**src/rtl/assert_macros.svh**
```systemverilog
// ----------------------------------------------------------------------------
// assert_macros.svh
// Shared assertion macros, clocked on clk_i and disabled while rst_ni is low.
// ----------------------------------------------------------------------------
`ifndef ASSERT_MACROS_SVH
`define ASSERT_MACROS_SVH

// A property that must hold at every clock edge outside reset.
`define ASSERT_PROP(label, prop, msg) \
  label: assert property (@(posedge clk_i) disable iff (!rst_ni) (prop)) \
    else $error(msg);

// A condition that must never be seen at a clock edge outside reset.
`define ASSERT_NEVER(label, cond, msg) \
  label: assert property (@(posedge clk_i) disable iff (!rst_ni) !(cond)) \
    else $error(msg);

`endif

```
**src/rtl/pcan_pkg.sv**
```systemverilog
// ----------------------------------------------------------------------------
// pcan_pkg
// Types and constants shared by the path canonicalizer modules.
// ----------------------------------------------------------------------------
package pcan_pkg;

  localparam logic [7:0] CH_DOT   = 8'h2E;
  localparam logic [7:0] CH_SLASH = 8'h2F;
  localparam logic [7:0] CH_NUL   = 8'h00;

  // Depth of the token queue between the loader and the scanner.
  localparam int unsigned QUEUE_DEPTH = 4;

  typedef enum logic [2:0] {
    ST_OK        = 3'd0,
    ST_EMPTY_IN  = 3'd1,
    ST_EMPTY_OUT = 3'd2,
    ST_TOO_MANY  = 3'd3,
    ST_TOO_LONG  = 3'd4
  } status_e;

  typedef struct packed {
    logic [7:0] in_char;
    logic       in_has_char;
    logic       in_last;
  } in_item_t;

  typedef struct packed {
    logic [7:0] out_char;
    logic       out_has_char;
    logic       out_last;
    logic [2:0] status;
  } out_item_t;

  // One classified character, or the end marker of a path.
  typedef struct packed {
    logic [7:0] ch;
    logic       has_char;
    logic       is_slash;
    logic       is_dot;
    logic       last;
    logic       overflow;
  } token_t;

endpackage

```
**src/rtl/path_canonicalizer.sv**
```systemverilog
// ----------------------------------------------------------------------------
// path_canonicalizer
// Removes dot segments, empty segments and the trailing slash from a path.
//
// Input channel (push/full): one path byte per transaction; in_last marks the
// end of a path, in_has_char = 0 marks a transaction without a byte.
// Result channel (empty/pop): the canonical path one byte per transaction,
// out_last on the final one, or a single transaction without a byte that
// carries the status (empty input, empty result, too many components, too
// long). Root-only paths give one transaction with status ok and no byte.
// Each byte passes through the loader and the scanner; the scanner then
// streams the output bytes and finishes each path in its end and result
// states. The scanner handles one path at a time, loading of the next path
// runs ahead through a four-entry token queue. Reset empties the queue and
// the result register. A stalled receiver holds the result register, the
// scanner, and then the loader via full_o.
// ----------------------------------------------------------------------------
module path_canonicalizer import pcan_pkg::*; #(
  parameter int unsigned MAX_PATH_LEN   = 64,
  parameter int unsigned MAX_COMPONENTS = 30
) (
  input  logic      clk_i,
  input  logic      rst_ni,
  input  logic      push_i,
  input  in_item_t  in_data_i,
  output logic      full_o,
  output logic      empty_o,
  input  logic      pop_i,
  output out_item_t out_data_o
);

  logic   fe_valid, q_ready, q_valid, be_pop;
  token_t fe_tok, q_tok;

  pcan_front #(
    .MAX_PATH_LEN(MAX_PATH_LEN)
  ) u_front (
    .clk_i      (clk_i),
    .rst_ni     (rst_ni),
    .push_i     (push_i),
    .in_data_i  (in_data_i),
    .full_o     (full_o),
    .tok_valid_o(fe_valid),
    .tok_o      (fe_tok),
    .tok_ready_i(q_ready)
  );

  pcan_fifo u_queue (
    .clk_i  (clk_i),
    .rst_ni (rst_ni),
    .push_i (fe_valid),
    .data_i (fe_tok),
    .ready_o(q_ready),
    .valid_o(q_valid),
    .data_o (q_tok),
    .pop_i  (be_pop)
  );

  pcan_back #(
    .MAX_PATH_LEN  (MAX_PATH_LEN),
    .MAX_COMPONENTS(MAX_COMPONENTS)
  ) u_back (
    .clk_i      (clk_i),
    .rst_ni     (rst_ni),
    .tok_valid_i(q_valid),
    .tok_i      (q_tok),
    .tok_pop_o  (be_pop),
    .empty_o    (empty_o),
    .pop_i      (pop_i),
    .out_data_o (out_data_o)
  );

endmodule

```
**src/rtl/pcan_ram.sv**
```systemverilog
// ----------------------------------------------------------------------------
// pcan_ram
// Generic single-write, single-read RAM with a registered read port.
// ----------------------------------------------------------------------------
module pcan_ram #(
  parameter int unsigned WIDTH = 8,
  parameter int unsigned DEPTH = 64
) (
  input  logic                                    clk_i,
  input  logic                                    we_i,
  input  logic [((DEPTH > 1) ? $clog2(DEPTH) : 1)-1:0] waddr_i,
  input  logic [WIDTH-1:0]                        wdata_i,
  input  logic                                    re_i,
  input  logic [((DEPTH > 1) ? $clog2(DEPTH) : 1)-1:0] raddr_i,
  output logic [WIDTH-1:0]                        rdata_o
);

  logic [WIDTH-1:0] mem_q [DEPTH];

  always_ff @(posedge clk_i) begin
    if (we_i) begin
      mem_q[waddr_i] <= wdata_i;
    end
  end

  // Read data holds while no read is issued.
  always_ff @(posedge clk_i) begin
    if (re_i) begin
      rdata_o <= mem_q[raddr_i];
    end
  end

endmodule

```
**src/rtl/pcan_front.sv**
```systemverilog
// ----------------------------------------------------------------------------
// pcan_front
// Input loader: counts path bytes, drops the excess and classifies each byte.
// ----------------------------------------------------------------------------
`include "assert_macros.svh"

module pcan_front import pcan_pkg::*; #(
  parameter int unsigned MAX_PATH_LEN = 64
) (
  input  logic     clk_i,
  input  logic     rst_ni,
  input  logic     push_i,
  input  in_item_t in_data_i,
  output logic     full_o,
  output logic     tok_valid_o,
  output token_t   tok_o,
  input  logic     tok_ready_i
);

  localparam int unsigned LenW = $clog2(MAX_PATH_LEN + 1);

  logic [LenW-1:0] len_q, len_d;
  logic            ovf_q, ovf_d;
  logic            accept, keep, drop;

  assign full_o = !tok_ready_i;
  assign accept = push_i && tok_ready_i;
  assign keep   = in_data_i.in_has_char && (len_q < LenW'(MAX_PATH_LEN));
  assign drop   = in_data_i.in_has_char && !keep;

  // Bytes past the buffer length and empty non-final items produce no token.
  assign tok_valid_o    = accept && (in_data_i.in_last || keep);
  assign tok_o.ch       = in_data_i.in_char;
  assign tok_o.has_char = keep;
  assign tok_o.is_slash = (in_data_i.in_char == CH_SLASH);
  assign tok_o.is_dot   = (in_data_i.in_char == CH_DOT);
  assign tok_o.last     = in_data_i.in_last;
  assign tok_o.overflow = ovf_q || drop;

  always_comb begin
    len_d = len_q;
    ovf_d = ovf_q;
    if (accept) begin
      if (in_data_i.in_last) begin
        len_d = '0;
        ovf_d = 1'b0;
      end else begin
        if (keep) begin
          len_d = len_q + LenW'(1);
        end
        if (drop) begin
          ovf_d = 1'b1;
        end
      end
    end
  end

  always_ff @(posedge clk_i or negedge rst_ni) begin
    if (!rst_ni) begin
      len_q <= '0;
      ovf_q <= 1'b0;
    end else begin
      len_q <= len_d;
      ovf_q <= ovf_d;
    end
  end

  `ASSERT_PROP(a_front_restart, (accept && in_data_i.in_last) |=> (len_q == '0 && !ovf_q), "loader did not restart after the final item")
  `ASSERT_NEVER(a_front_len, len_q > LenW'(MAX_PATH_LEN), "loader count ran past the buffer length")

endmodule

```
**src/rtl/pcan_fifo.sv**
```systemverilog
// ----------------------------------------------------------------------------
// pcan_fifo
// Short token queue that decouples the loader from the scanner.
// ----------------------------------------------------------------------------
`include "assert_macros.svh"

module pcan_fifo import pcan_pkg::*; (
  input  logic   clk_i,
  input  logic   rst_ni,
  input  logic   push_i,
  input  token_t data_i,
  output logic   ready_o,
  output logic   valid_o,
  output token_t data_o,
  input  logic   pop_i
);

  localparam int unsigned PtrW = (QUEUE_DEPTH > 1) ? $clog2(QUEUE_DEPTH) : 1;
  localparam int unsigned CntW = $clog2(QUEUE_DEPTH + 1);

  token_t          mem_q [QUEUE_DEPTH];
  logic [PtrW-1:0] wr_ptr_q, rd_ptr_q;
  logic [CntW-1:0] cnt_q;
  logic            do_push, do_pop;

  assign ready_o = (cnt_q != CntW'(QUEUE_DEPTH));
  assign valid_o = (cnt_q != '0);
  assign data_o  = mem_q[rd_ptr_q];
  assign do_push = push_i && ready_o;
  assign do_pop  = pop_i && valid_o;

  always_ff @(posedge clk_i) begin
    if (do_push) begin
      mem_q[wr_ptr_q] <= data_i;
    end
  end

  always_ff @(posedge clk_i or negedge rst_ni) begin
    if (!rst_ni) begin
      wr_ptr_q <= '0;
      rd_ptr_q <= '0;
      cnt_q    <= '0;
    end else begin
      if (do_push) begin
        wr_ptr_q <= (wr_ptr_q == PtrW'(QUEUE_DEPTH - 1)) ? '0 : wr_ptr_q + PtrW'(1);
      end
      if (do_pop) begin
        rd_ptr_q <= (rd_ptr_q == PtrW'(QUEUE_DEPTH - 1)) ? '0 : rd_ptr_q + PtrW'(1);
      end
      if (do_push && !do_pop) begin
        cnt_q <= cnt_q + CntW'(1);
      end else if (do_pop && !do_push) begin
        cnt_q <= cnt_q - CntW'(1);
      end
    end
  end

  `ASSERT_NEVER(a_fifo_count, cnt_q > CntW'(QUEUE_DEPTH), "token queue count exceeds its depth")

endmodule

```
**src/rtl/pcan_back.sv**
```systemverilog
// ----------------------------------------------------------------------------
// pcan_back
// Scanner and emitter: removes dot segments into a work RAM, then streams
// the canonical path out through an output register.
// ----------------------------------------------------------------------------
`include "assert_macros.svh"

module pcan_back import pcan_pkg::*; #(
  parameter int unsigned MAX_PATH_LEN   = 64,
  parameter int unsigned MAX_COMPONENTS = 30
) (
  input  logic      clk_i,
  input  logic      rst_ni,
  input  logic      tok_valid_i,
  input  token_t    tok_i,
  output logic      tok_pop_o,
  output logic      empty_o,
  input  logic      pop_i,
  output out_item_t out_data_o
);

  localparam int unsigned DstW  = $clog2(MAX_PATH_LEN + 2);
  localparam int unsigned AddrW = $clog2(MAX_PATH_LEN);
  localparam int unsigned CntW  = $clog2(MAX_COMPONENTS + 1);
  localparam int unsigned StkW  = (MAX_COMPONENTS > 1) ? $clog2(MAX_COMPONENTS) : 1;

  typedef enum logic [4:0] {
    S_SCAN   = 5'b00001,
    S_END    = 5'b00010,
    S_RESULT = 5'b00100,
    S_SINGLE = 5'b01000,
    S_EMIT   = 5'b10000
  } state_e;

  state_e          state_q, state_d;
  logic [DstW-1:0] dst_q, dst_d;
  logic [DstW-1:0] seg_dst_q, seg_dst_d;
  logic [1:0]      seg_len_q, seg_len_d;
  logic            seg_dots_q, seg_dots_d;
  logic [CntW-1:0] cnt_q, cnt_d;
  logic [DstW-1:0] stack_q [MAX_COMPONENTS];
  logic            seen_q, seen_d;
  logic            err_q, err_d;
  logic            ovf_q, ovf_d;
  status_e         status_q, status_d;
  logic [AddrW-1:0] k_q, k_d;
  logic [AddrW-1:0] n_last_q, n_last_d;
  out_item_t       out_q, out_d;
  logic            out_vld_q;

  logic             out_free, out_load;
  logic             do_term, stk_we, wr_req, wr_en, rd_en;
  logic [7:0]       wr_data, term_ch, rd_data;
  logic [AddrW-1:0] rd_addr;
  logic [CntW-1:0]  cnt_m1;
  logic [DstW-1:0]  stack_top;
  logic             seg_skip, seg_dotdot, stack_full;

  assign out_free   = !out_vld_q || pop_i;
  assign empty_o    = !out_vld_q;
  assign out_data_o = out_q;

  assign cnt_m1     = cnt_q - CntW'(1);
  assign stack_top  = stack_q[cnt_m1[StkW-1:0]];
  assign seg_skip   = (seg_len_q == 2'd0) || (seg_len_q == 2'd1 && seg_dots_q);
  assign seg_dotdot = (seg_len_q == 2'd2) && seg_dots_q;
  assign stack_full = (cnt_q == CntW'(MAX_COMPONENTS));

  // The terminator of the last segment is written too; it never reaches the
  // output since the final written byte is always dropped.
  assign wr_en = wr_req && (dst_q < DstW'(MAX_PATH_LEN));

  always_comb begin
    state_d    = state_q;
    dst_d      = dst_q;
    seg_dst_d  = seg_dst_q;
    seg_len_d  = seg_len_q;
    seg_dots_d = seg_dots_q;
    cnt_d      = cnt_q;
    seen_d     = seen_q;
    err_d      = err_q;
    ovf_d      = ovf_q;
    status_d   = status_q;
    k_d        = k_q;
    n_last_d   = n_last_q;
    out_d      = out_q;
    out_load   = 1'b0;
    tok_pop_o  = 1'b0;
    do_term    = 1'b0;
    stk_we     = 1'b0;
    wr_req     = 1'b0;
    wr_data    = tok_i.ch;
    term_ch    = CH_SLASH;
    rd_en      = 1'b0;
    rd_addr    = k_q + AddrW'(1);

    unique case (state_q)
      S_SCAN: begin
        if (tok_valid_i) begin
          tok_pop_o = 1'b1;
          if (tok_i.has_char) begin
            seen_d = 1'b1;
            if (!err_q) begin
              if (!seen_q && tok_i.is_slash) begin
                // A leading slash is kept and opens the first segment.
                wr_req    = 1'b1;
                dst_d     = DstW'(1);
                seg_dst_d = DstW'(1);
              end else if (tok_i.is_slash) begin
                do_term = 1'b1;
              end else begin
                wr_req     = 1'b1;
                dst_d      = dst_q + DstW'(1);
                seg_len_d  = (seg_len_q == 2'd3) ? 2'd3 : seg_len_q + 2'd1;
                seg_dots_d = seg_dots_q && tok_i.is_dot;
              end
            end
          end
          if (tok_i.last) begin
            ovf_d   = tok_i.overflow;
            state_d = S_END;
          end
        end
      end

      S_END: begin
        term_ch = CH_NUL;
        do_term = !err_q;
        state_d = S_RESULT;
      end

      S_RESULT: begin
        state_d = S_SINGLE;
        if (ovf_q) begin
          status_d = ST_TOO_LONG;
        end else if (!seen_q) begin
          status_d = ST_EMPTY_IN;
        end else if (err_q) begin
          status_d = ST_TOO_MANY;
        end else if (dst_q == '0) begin
          status_d = ST_EMPTY_OUT;
        end else if (dst_q == DstW'(1)) begin
          status_d = ST_OK;
        end else begin
          n_last_d = AddrW'(dst_q - DstW'(2));
          k_d      = '0;
          rd_en    = 1'b1;
          rd_addr  = '0;
          state_d  = S_EMIT;
        end
        dst_d      = '0;
        seg_dst_d  = '0;
        seg_len_d  = 2'd0;
        seg_dots_d = 1'b1;
        cnt_d      = '0;
        seen_d     = 1'b0;
        err_d      = 1'b0;
        ovf_d      = 1'b0;
      end

      S_SINGLE: begin
        if (out_free) begin
          out_load           = 1'b1;
          out_d.out_char     = CH_NUL;
          out_d.out_has_char = 1'b0;
          out_d.out_last     = 1'b1;
          out_d.status       = status_q;
          state_d            = S_SCAN;
        end
      end

      S_EMIT: begin
        if (out_free) begin
          out_load           = 1'b1;
          out_d.out_char     = rd_data;
          out_d.out_has_char = 1'b1;
          out_d.out_last     = (k_q == n_last_q);
          out_d.status       = ST_OK;
          if (k_q == n_last_q) begin
            state_d = S_SCAN;
          end else begin
            rd_en = 1'b1;
            k_d   = k_q + AddrW'(1);
          end
        end
      end

      default: begin
        state_d = S_SCAN;
      end
    endcase

    // End of a segment, at a slash or at the end of the path.
    if (do_term) begin
      seg_len_d  = 2'd0;
      seg_dots_d = 1'b1;
      if (seg_skip) begin
        dst_d     = seg_dst_q;
        seg_dst_d = seg_dst_q;
      end else if (seg_dotdot && cnt_q != '0) begin
        dst_d     = stack_top;
        seg_dst_d = stack_top;
        cnt_d     = cnt_m1;
      end else if (seg_dotdot) begin
        // Nothing left to remove: the dots stay and are not recorded.
        wr_req    = 1'b1;
        wr_data   = term_ch;
        dst_d     = dst_q + DstW'(1);
        seg_dst_d = dst_q + DstW'(1);
      end else if (stack_full) begin
        err_d = 1'b1;
      end else begin
        stk_we    = 1'b1;
        cnt_d     = cnt_q + CntW'(1);
        wr_req    = 1'b1;
        wr_data   = term_ch;
        dst_d     = dst_q + DstW'(1);
        seg_dst_d = dst_q + DstW'(1);
      end
    end
  end

  pcan_ram #(
    .WIDTH(8),
    .DEPTH(MAX_PATH_LEN)
  ) u_work_ram (
    .clk_i  (clk_i),
    .we_i   (wr_en),
    .waddr_i(dst_q[AddrW-1:0]),
    .wdata_i(wr_data),
    .re_i   (rd_en),
    .raddr_i(rd_addr),
    .rdata_o(rd_data)
  );

  always_ff @(posedge clk_i) begin
    if (stk_we) begin
      stack_q[cnt_q[StkW-1:0]] <= seg_dst_q;
    end
  end

  always_ff @(posedge clk_i) begin
    status_q <= status_d;
    k_q      <= k_d;
    n_last_q <= n_last_d;
    out_q    <= out_d;
  end

  always_ff @(posedge clk_i or negedge rst_ni) begin
    if (!rst_ni) begin
      state_q    <= S_SCAN;
      dst_q      <= '0;
      seg_dst_q  <= '0;
      seg_len_q  <= 2'd0;
      seg_dots_q <= 1'b1;
      cnt_q      <= '0;
      seen_q     <= 1'b0;
      err_q      <= 1'b0;
      ovf_q      <= 1'b0;
      out_vld_q  <= 1'b0;
    end else begin
      state_q    <= state_d;
      dst_q      <= dst_d;
      seg_dst_q  <= seg_dst_d;
      seg_len_q  <= seg_len_d;
      seg_dots_q <= seg_dots_d;
      cnt_q      <= cnt_d;
      seen_q     <= seen_d;
      err_q      <= err_d;
      ovf_q      <= ovf_d;
      out_vld_q  <= out_load || (out_vld_q && !pop_i);
    end
  end

  `ASSERT_NEVER(a_back_cnt, cnt_q > CntW'(MAX_COMPONENTS), "component count exceeds the stack depth")
  `ASSERT_NEVER(a_back_dst, dst_q > DstW'(MAX_PATH_LEN + 1), "write pointer ran past the work buffer")
  `ASSERT_PROP(a_back_emit_end, (state_q == S_EMIT && state_d != S_EMIT) |-> (out_load && out_d.out_last), "emission ended without a final transaction")

endmodule

```
**config.mk**
```make
export PLATFORM = sky130hd
export DESIGN_NAME = path_canonicalizer
export DESIGN_NICKNAME = d
export VERILOG_FILES = /design/src/rtl/pcan_pkg.sv /design/src/rtl/path_canonicalizer.sv /design/src/rtl/pcan_ram.sv /design/src/rtl/pcan_front.sv /design/src/rtl/pcan_fifo.sv /design/src/rtl/pcan_back.sv
export VERILOG_INCLUDE_DIRS = /design/src /design/src/rtl
export SDC_FILE = /design/constraint.sdc
export NUM_CORES = 1
export LEC_CHECK = 0
export BUFFER_PORTS_ARGS = -buffer_cell sky130_fd_sc_hd__buf_4
export CORE_AREA = 2 2 268 270
export DETAILED_ROUTE_END_ITERATION = 10
export DIE_AREA = 0 0 270 272
export PLACE_DENSITY = 0.68
export SETUP_SLACK_MARGIN = 0.5
export SLEW_MARGIN = 20
export SYNTH_ARGS = -nofsm -noshare
export SYNTH_HDL_FRONTEND = slang
export SYNTH_SLANG_ARGS = --single-unit
```
**constraint.sdc**
```tcl
create_clock -name clk_i -period 5.8 [get_ports clk_i]
set_input_delay 0.29 -clock clk_i [delete_from_list [all_inputs] [get_ports clk_i]]
set_output_delay 0.29 -clock clk_i [all_outputs]
set_load 0.02 [all_outputs]
```
* Yosys cells after proc, flatten, opt, wreduce, memory -nomap -nowiden
Memories as Yosys holds them, arrays and structs flattened. A register that Yosys moved wholly into a read port is not among the register bits. Index checks and enable logic that the tools add are counted.
Storage, ports and cells: register bits after elaboration 74, bits in latches 0, bits in writable memories 774, ROM bits 0, bits of input ports 14, output and inout port bits 15, word-level logic and storage cells 270, memories kept 3
Memories:
- u_back.u_work_ram.mem_q | depth 64, bits a word 8, rd ports 1, clocked after Yosys merged registers in 1, wr ports 1, RTL line pcan_ram.sv:18 | logic [WIDTH-1:0] mem_q [DEPTH];
- u_back.stack_q | depth 30, bits a word 7, rd ports 1, clocked after Yosys merged registers in 0, wr ports 1, RTL line pcan_back.sv:41 | logic [DstW-1:0] stack_q [MAX_COMPONENTS];
- u_queue.mem_q | depth 4, bits a word 13, rd ports 1, clocked after Yosys merged registers in 0, wr ports 1, RTL line pcan_fifo.sv:21 | token_t mem_q [QUEUE_DEPTH];
Cells by class: $add $sub $neg 11, $mul 0, divide/modulo/power cells 0, magnitude comparators 2, eq/ne operators 35, shift-type cells 0, muxes and demuxes 140, bitwise operators 5, reduce and logical (&&, ||, !) cells 51
Operators by type and width (count):
- 7-bit two-way mux | 21
- 6-bit two-way mux | 14
- 5-bit two-way mux | 16
- 1-bit two-way mux | 56
- 8-bit two-way mux | 5
- 7-bit case mux with 2 select lines | 2
- 13-bit two-way mux | 2
- 13-bit case mux with 2 select lines | 1
- 5-bit case mux with 5 select lines | 1
- 2-bit two-way mux | 9
- 3-bit two-way mux | 6
- 2-bit inequality test, second input constant | 9
- 8-bit by 6-bit equality test with 1-bit output, second input constant | 2
- 1-bit logical AND | 15
- 7-bit by 1-bit adder with 7-bit output, second input constant | 2
- 7-bit < comparator, second input constant | 2
- 6-bit case mux with 2 select lines | 1
- 6-bit AND reduction | 2
- 2-bit nonzero test | 6
- 5-bit equality test, second input constant | 2
- 1-bit case mux with 2 select lines | 5
- 3-bit by 2-bit inequality test with 1-bit output, second input constant | 3
- 3-bit inequality test, second input constant | 3
- 3-bit AND reduction | 3
- other kinds (29) | 56

* Logic depth before layout (Yosys ltp)
depth in word-level cells 15, depth in mapped cells 16, mapped depth without buffers 12

* Cells and area by module
From an unflattened synthesis, not the netlist that was laid out.
Unflattened totals: cells, all modules 1900, area, all modules 34942.3 sq um
By module, submodules not included:
- pcan_ram | times used 1, cells each 967, area an instance 20318.2 sq um, seq. area each 15615.0 sq um
- pcan_back | times used 1, cells each 770, area an instance 11797.6 sq um, seq. area each 7925.1 sq um
- pcan_fifo | times used 1, cells each 104, area an instance 2316.0 sq um, seq. area each 1736.7 sq um
- pcan_front | times used 1, cells each 59, area an instance 510.5 sq um, seq. area each 200.2 sq um

* Worst setup path after synthesis
No wires, ideal clock.
path kind reg2reg, start point reg u_back.cnt_q[0], end point mem u_back.u_work_ram.mem_q[0][0] (data pin), library setup time 0.356 ns, arrival time 3.907 ns, setup slack 1.537 ns, stages on the path, launching flop included 15, path buffers 6, cell sequence dfrtp_1 -> buf_4 -> buf_2 -> buf_2 -> buf_2 -> inv_1 -> ha_1 -> nand3_1 -> nand2_1 -> a21o_1 -> or4_1 -> clkbuf_1 -> clkbuf_1 -> or2_2 -> nand2_1
Between the ends: longest elaborated chain between the ends 6
Ends and longest elaborated chain:
- start, declared | RTL line pcan_back.sv:40 | logic [CntW-1:0] cnt_q, cnt_d;
- start signal, assigned | RTL line pcan_back.sv:267 | cnt_q <= cnt_d;
- 5-bit equality test | RTL line pcan_back.sv:67 | assign stack_full = (cnt_q == CntW'(MAX_COMPONENTS));
- 8-bit two-way mux | RTL line pcan_back.sv:210 | end else if (stack_full) begin
- 8-bit two-way mux | RTL line pcan_back.sv:204 | end else if (seg_dotdot) begin
- 8-bit two-way mux (*) | RTL line pcan_back.sv:200 | end else if (seg_dotdot && cnt_q != '0) begin
- 8-bit two-way mux (*) | RTL line pcan_back.sv:197 | if (seg_skip) begin
- 8-bit two-way mux (*) | RTL line pcan_back.sv:194 | if (do_term) begin
- via u_back.u_work_ram.wdata_i[0] | RTL line pcan_ram.sv:12 | input logic [WIDTH-1:0] wdata_i,
- end, declared | RTL line pcan_ram.sv:18
Mark *: on every way through the listed nets, which the timed path passes. The rest lies on a longest branch.

* Worst setup path in the final report
start point reg u_back.dst_q[3], end point reg u_back.u_work_ram.rdata_o[5] (read register of u_back.u_work_ram.mem_q) (data pin)
Between the ends: longest elaborated chain between the ends 7
Ends and longest elaborated chain:
- start, declared | RTL line pcan_back.sv:36 | logic [DstW-1:0] dst_q, dst_d;
- start signal, assigned | RTL line pcan_back.sv:263 | dst_q <= dst_d;
- 7-bit by 1-bit equality test with 1-bit output | RTL line pcan_back.sv:142 | end else if (dst_q == DstW'(1)) begin
- 1-bit two-way mux or 6-bit two-way mux (tied branches) | RTL line pcan_back.sv:142
- 1-bit two-way mux or 6-bit two-way mux (tied branches) | RTL line pcan_back.sv:140 | end else if (dst_q == '0) begin
- 1-bit two-way mux or 6-bit two-way mux (tied branches) | RTL line pcan_back.sv:138 | end else if (err_q) begin
- 1-bit two-way mux or 6-bit two-way mux (tied branches) | RTL line pcan_back.sv:136 | end else if (!seen_q) begin
- 1-bit two-way mux or 6-bit two-way mux (tied branches) | RTL line pcan_back.sv:134 | if (ovf_q) begin
- 1-bit case mux with 2 select lines or 6-bit two-way mux (tied branches) | RTL line pcan_back.sv:97 | unique case (state_q)
- end, declared | RTL line pcan_ram.sv:15 | output logic [WIDTH-1:0] rdata_o
Several ways; a longest one is shown, not always the timed one. A chain may end at the register's enable or synchronous reset.

==> qor.yml <==
hold_path_startpoint: "push_i"
tightest_slew_ns: 1.18
switching_share_pct: 30.4
power_mw: 17.7
cts_resized: 0
cp_top_family: "compound AO/OA/AOI/OAI gates"
core_area_um2: 70800
synth-edff-count: 810
viasPerCell: 6.31
hold_class: "in2reg"
postCtsHoldBufs: 11
final_antenna_net_count: 0
root_buffer: "clkbuf_16"
max_stage_delay_ns: 0.89
reg2reg_from: "u_back.dst_q[3]"
endpoint_kind: "flip-flop"
seqPwrFrac_pct: 47.3
first_iter_violations: 2740
cts_buffers: 85
rsz0062_at_grt: "false"
fillers: 5565
ys_types: 83
die_y_um: 272
htree_levels: 3
clock-sinks: 856
final_common_cell: "edfxtp_1"
relSlewSlack_pct: 20.4
overflow: 0
drive_gt1_share_pct: 15.3
avgRoutedWirePerCell_um: 27.1
finalCritPeriodShare_pct: 71.9
cap_viol_max_count: 0
fp.dieW_um: 270
critPathLaunch: "u_back.dst_q[3]"
via_count: 20800
status: "finished clean"
io_pins: 29
gp_congestion: 0.932
syn-num-nets: 2262
fin_nets: 2310
syn_area_per_cell_um2: 15.8
syn_area_um2: 35100
internal_power_mw: 12.3
path_clk_slew_ns: 0.06
gr-usage-all-layers_pct: 24.2
post-route-util_pct: 55.6
area_growth_pct: 12.1
antenna_found_initial: 1
crit_arrival_ns: 4.55
ys_seq_elements: 856
mostFrequentLayoutCells: "edfxtp_1, nor2_1, o21ai_0"
post_cts_buffers: 0
switching_power_mw: 5.39
start_util_pct: 49.6
path_buf_inv: 0
clkPwrFrac_pct: 31.2
final_hold_viol_count: 0
setup_tns_ns: 0
first_global_vias: 20700
cp_cell_sequence: "nor2_1 > o211ai_2 > a21oi_2 > nand2_1 > o221ai_1 > nand3_1 > o21ai_0 > o22ai_1"
io_buffer_count: 28
first_pass_iters: 6
clk_path_buf_depth: 3
fin_cells: 3292
post-route-min-period_ns: 4.17
drv_slew: 0
synth_flop_cell: "edfxtp_1"
worst_path_max_delay_cell: "a21oi_2"
worst-setup-path-type: "reg2reg"
ys_seq_area_share_pct: 72.6
drc: 0
critPathMaxFanout: 13
syn_inst: 2226
finClkSkew_ns: 0.0339
grt_max_degree: 138
comb_power_share_pct: 21.5
hpwl_um: 54900
cts_tree: "yes"
startpoint_type: "flip-flop"
routed_wl_um: 89100
synth_warnings: 0
dieArea_um2: 73400
fmax_mhz: 240
insertion_delay_ns: 0.65
grt_pass1_wl_um: 132000
place_inst: 3125
async_reset_ff_share_pct: 5.37
cellPowerDensity_nw_per_um2: 449
leakage_nw: 13.1
setup_violations: 0
vdd_drop_max_v: 0.000389
cp.required_ns: 6.18
rows: 98
synthesized netlist by cell type (all sizes together), types with 10 or more instances:
master / n / area [µm²]
dfrtp: 44 / 1100
nand3: 43 / 225
mux2i: 99 / 991
ha: 21 / 263
nor2: 193 / 732
nor3: 29 / 150
o211ai: 19 / 148
a211oi: 13 / 97.6
or3: 10 / 67.6
o21ai: 134 / 671
o22ai: 40 / 250
xor2: 17 / 149
inv: 28 / 105
a31oi: 34 / 213
nor2b: 12 / 75.1
and2: 22 / 144
o221ai: 21 / 184
a22oi: 39 / 298
mux2: 32 / 360
edfxtp: 810 / 24300
a21oi: 91 / 455
clkbuf: 69 / 259
buf: 49 / 244
xnor2: 15 / 150
nand2: 137 / 529
mux4: 82 / 1860
stage by stage:
step	instance area [µm²]	worst slack [ns]	hold slack (ns)
finish	39400	1.63	0.0203
global route	39400	1.45	0.0691
CTS	39300	1.70	0.00652
detailed placement	36400	1.70	0.353
global placement	36400	1.79	0.348
floorplan	35100	1.54	-0.00559
cell families (layout without fill, tap and decap cells):
group | count (synthesis) | in the layout | synth area share [%]
XOR/XNOR | 32 | 32 | 0.852
AND/OR/NAND/NOR | 488 | 488 | 6.39
multiplexers | 213 | 213 | 9.14
buffers and inverters | 147 | 262 | 1.74
flip-flops | 856 | 856 | 72.6
adder cells (fa/ha/maj) | 22 | 22 | 0.805
other | 0 | 1 | 0
AO/OA/AOI/OAI | 468 | 468 | 8.50
state kept, by name, summed over array words and instances, names as in the netlist, 2 cells and up:
name / cells
u_back.cnt_q: 5
u_queue.rd_ptr_q: 2
u_back.u_work_ram.mem_q: 512
u_back.stack_q: 210
u_back.n_last_q: 6
u_queue.wr_ptr_q: 2
u_back.state_q: 5
u_back.seg_dst_q: 7
u_back.out_data_o: 13
u_queue.cnt_q: 3
u_back.seg_len_q: 2
u_back.k_q: 6
u_back.dst_q: 7
u_queue.mem_q: 52
u_back.u_work_ram.rdata_o: 8
u_back.status_q: 3
u_front.len_q: 7
path summary, 6_finish.rpt:
check,cells past startpoint,slack (ns),endpoint
min in group asynchronous,2,0.22,u_back.out_vld_q
max in group asynchronous,2,5.07,u_back.cnt_q[0]
setup reg to reg,8,1.63,u_back.u_work_ram.rdata_o[5]
hold / removal,4,0.02,u_front.len_q[1]
setup / recovery,8,1.63,u_back.u_work_ram.rdata_o[5]
hold reg to reg,1,0.49,u_queue.cnt_q[2]
worst min-delay path, cell delays in order:
cell and delay, ns:
buf_4 0.08, nand2_1 0.08, nand2_1 0.09, o21ai_0 0.08
area by class of cell:
class	count	area, µm²	area share [%]
clock buffers	112	2300	5.84
multi-input cells	1223	9130	23.2
flip-flops and latches	856	25500	64.7
repair buffers	79	646	1.64
well taps	950	1190	3.02
diodes	1	2.50	0.00636
clock inverters	42	504	1.28
inverters	29	109	0.276
power groups by stage:
stage                     Combinational, mW  Clock, mW  Sequential (mW)
after floorplan                        2.33          0             8.29
after global placement                 3.71          0             8.47
after detailed placement               3.76          0             8.50
after CTS                              3.78       5.56             8.37
after global routing                   4.02       5.80             8.41
final                                  3.81       5.52             8.37
metal layers:
layer  global-route usage (%)  wire (µm)
met5                        0         13
met4                     8.93       3310
met3                     4.94       8810
met2                     39.4      42500
met1                     32.5      34500
No activity file was read; power rests on OpenSTA's default activity.
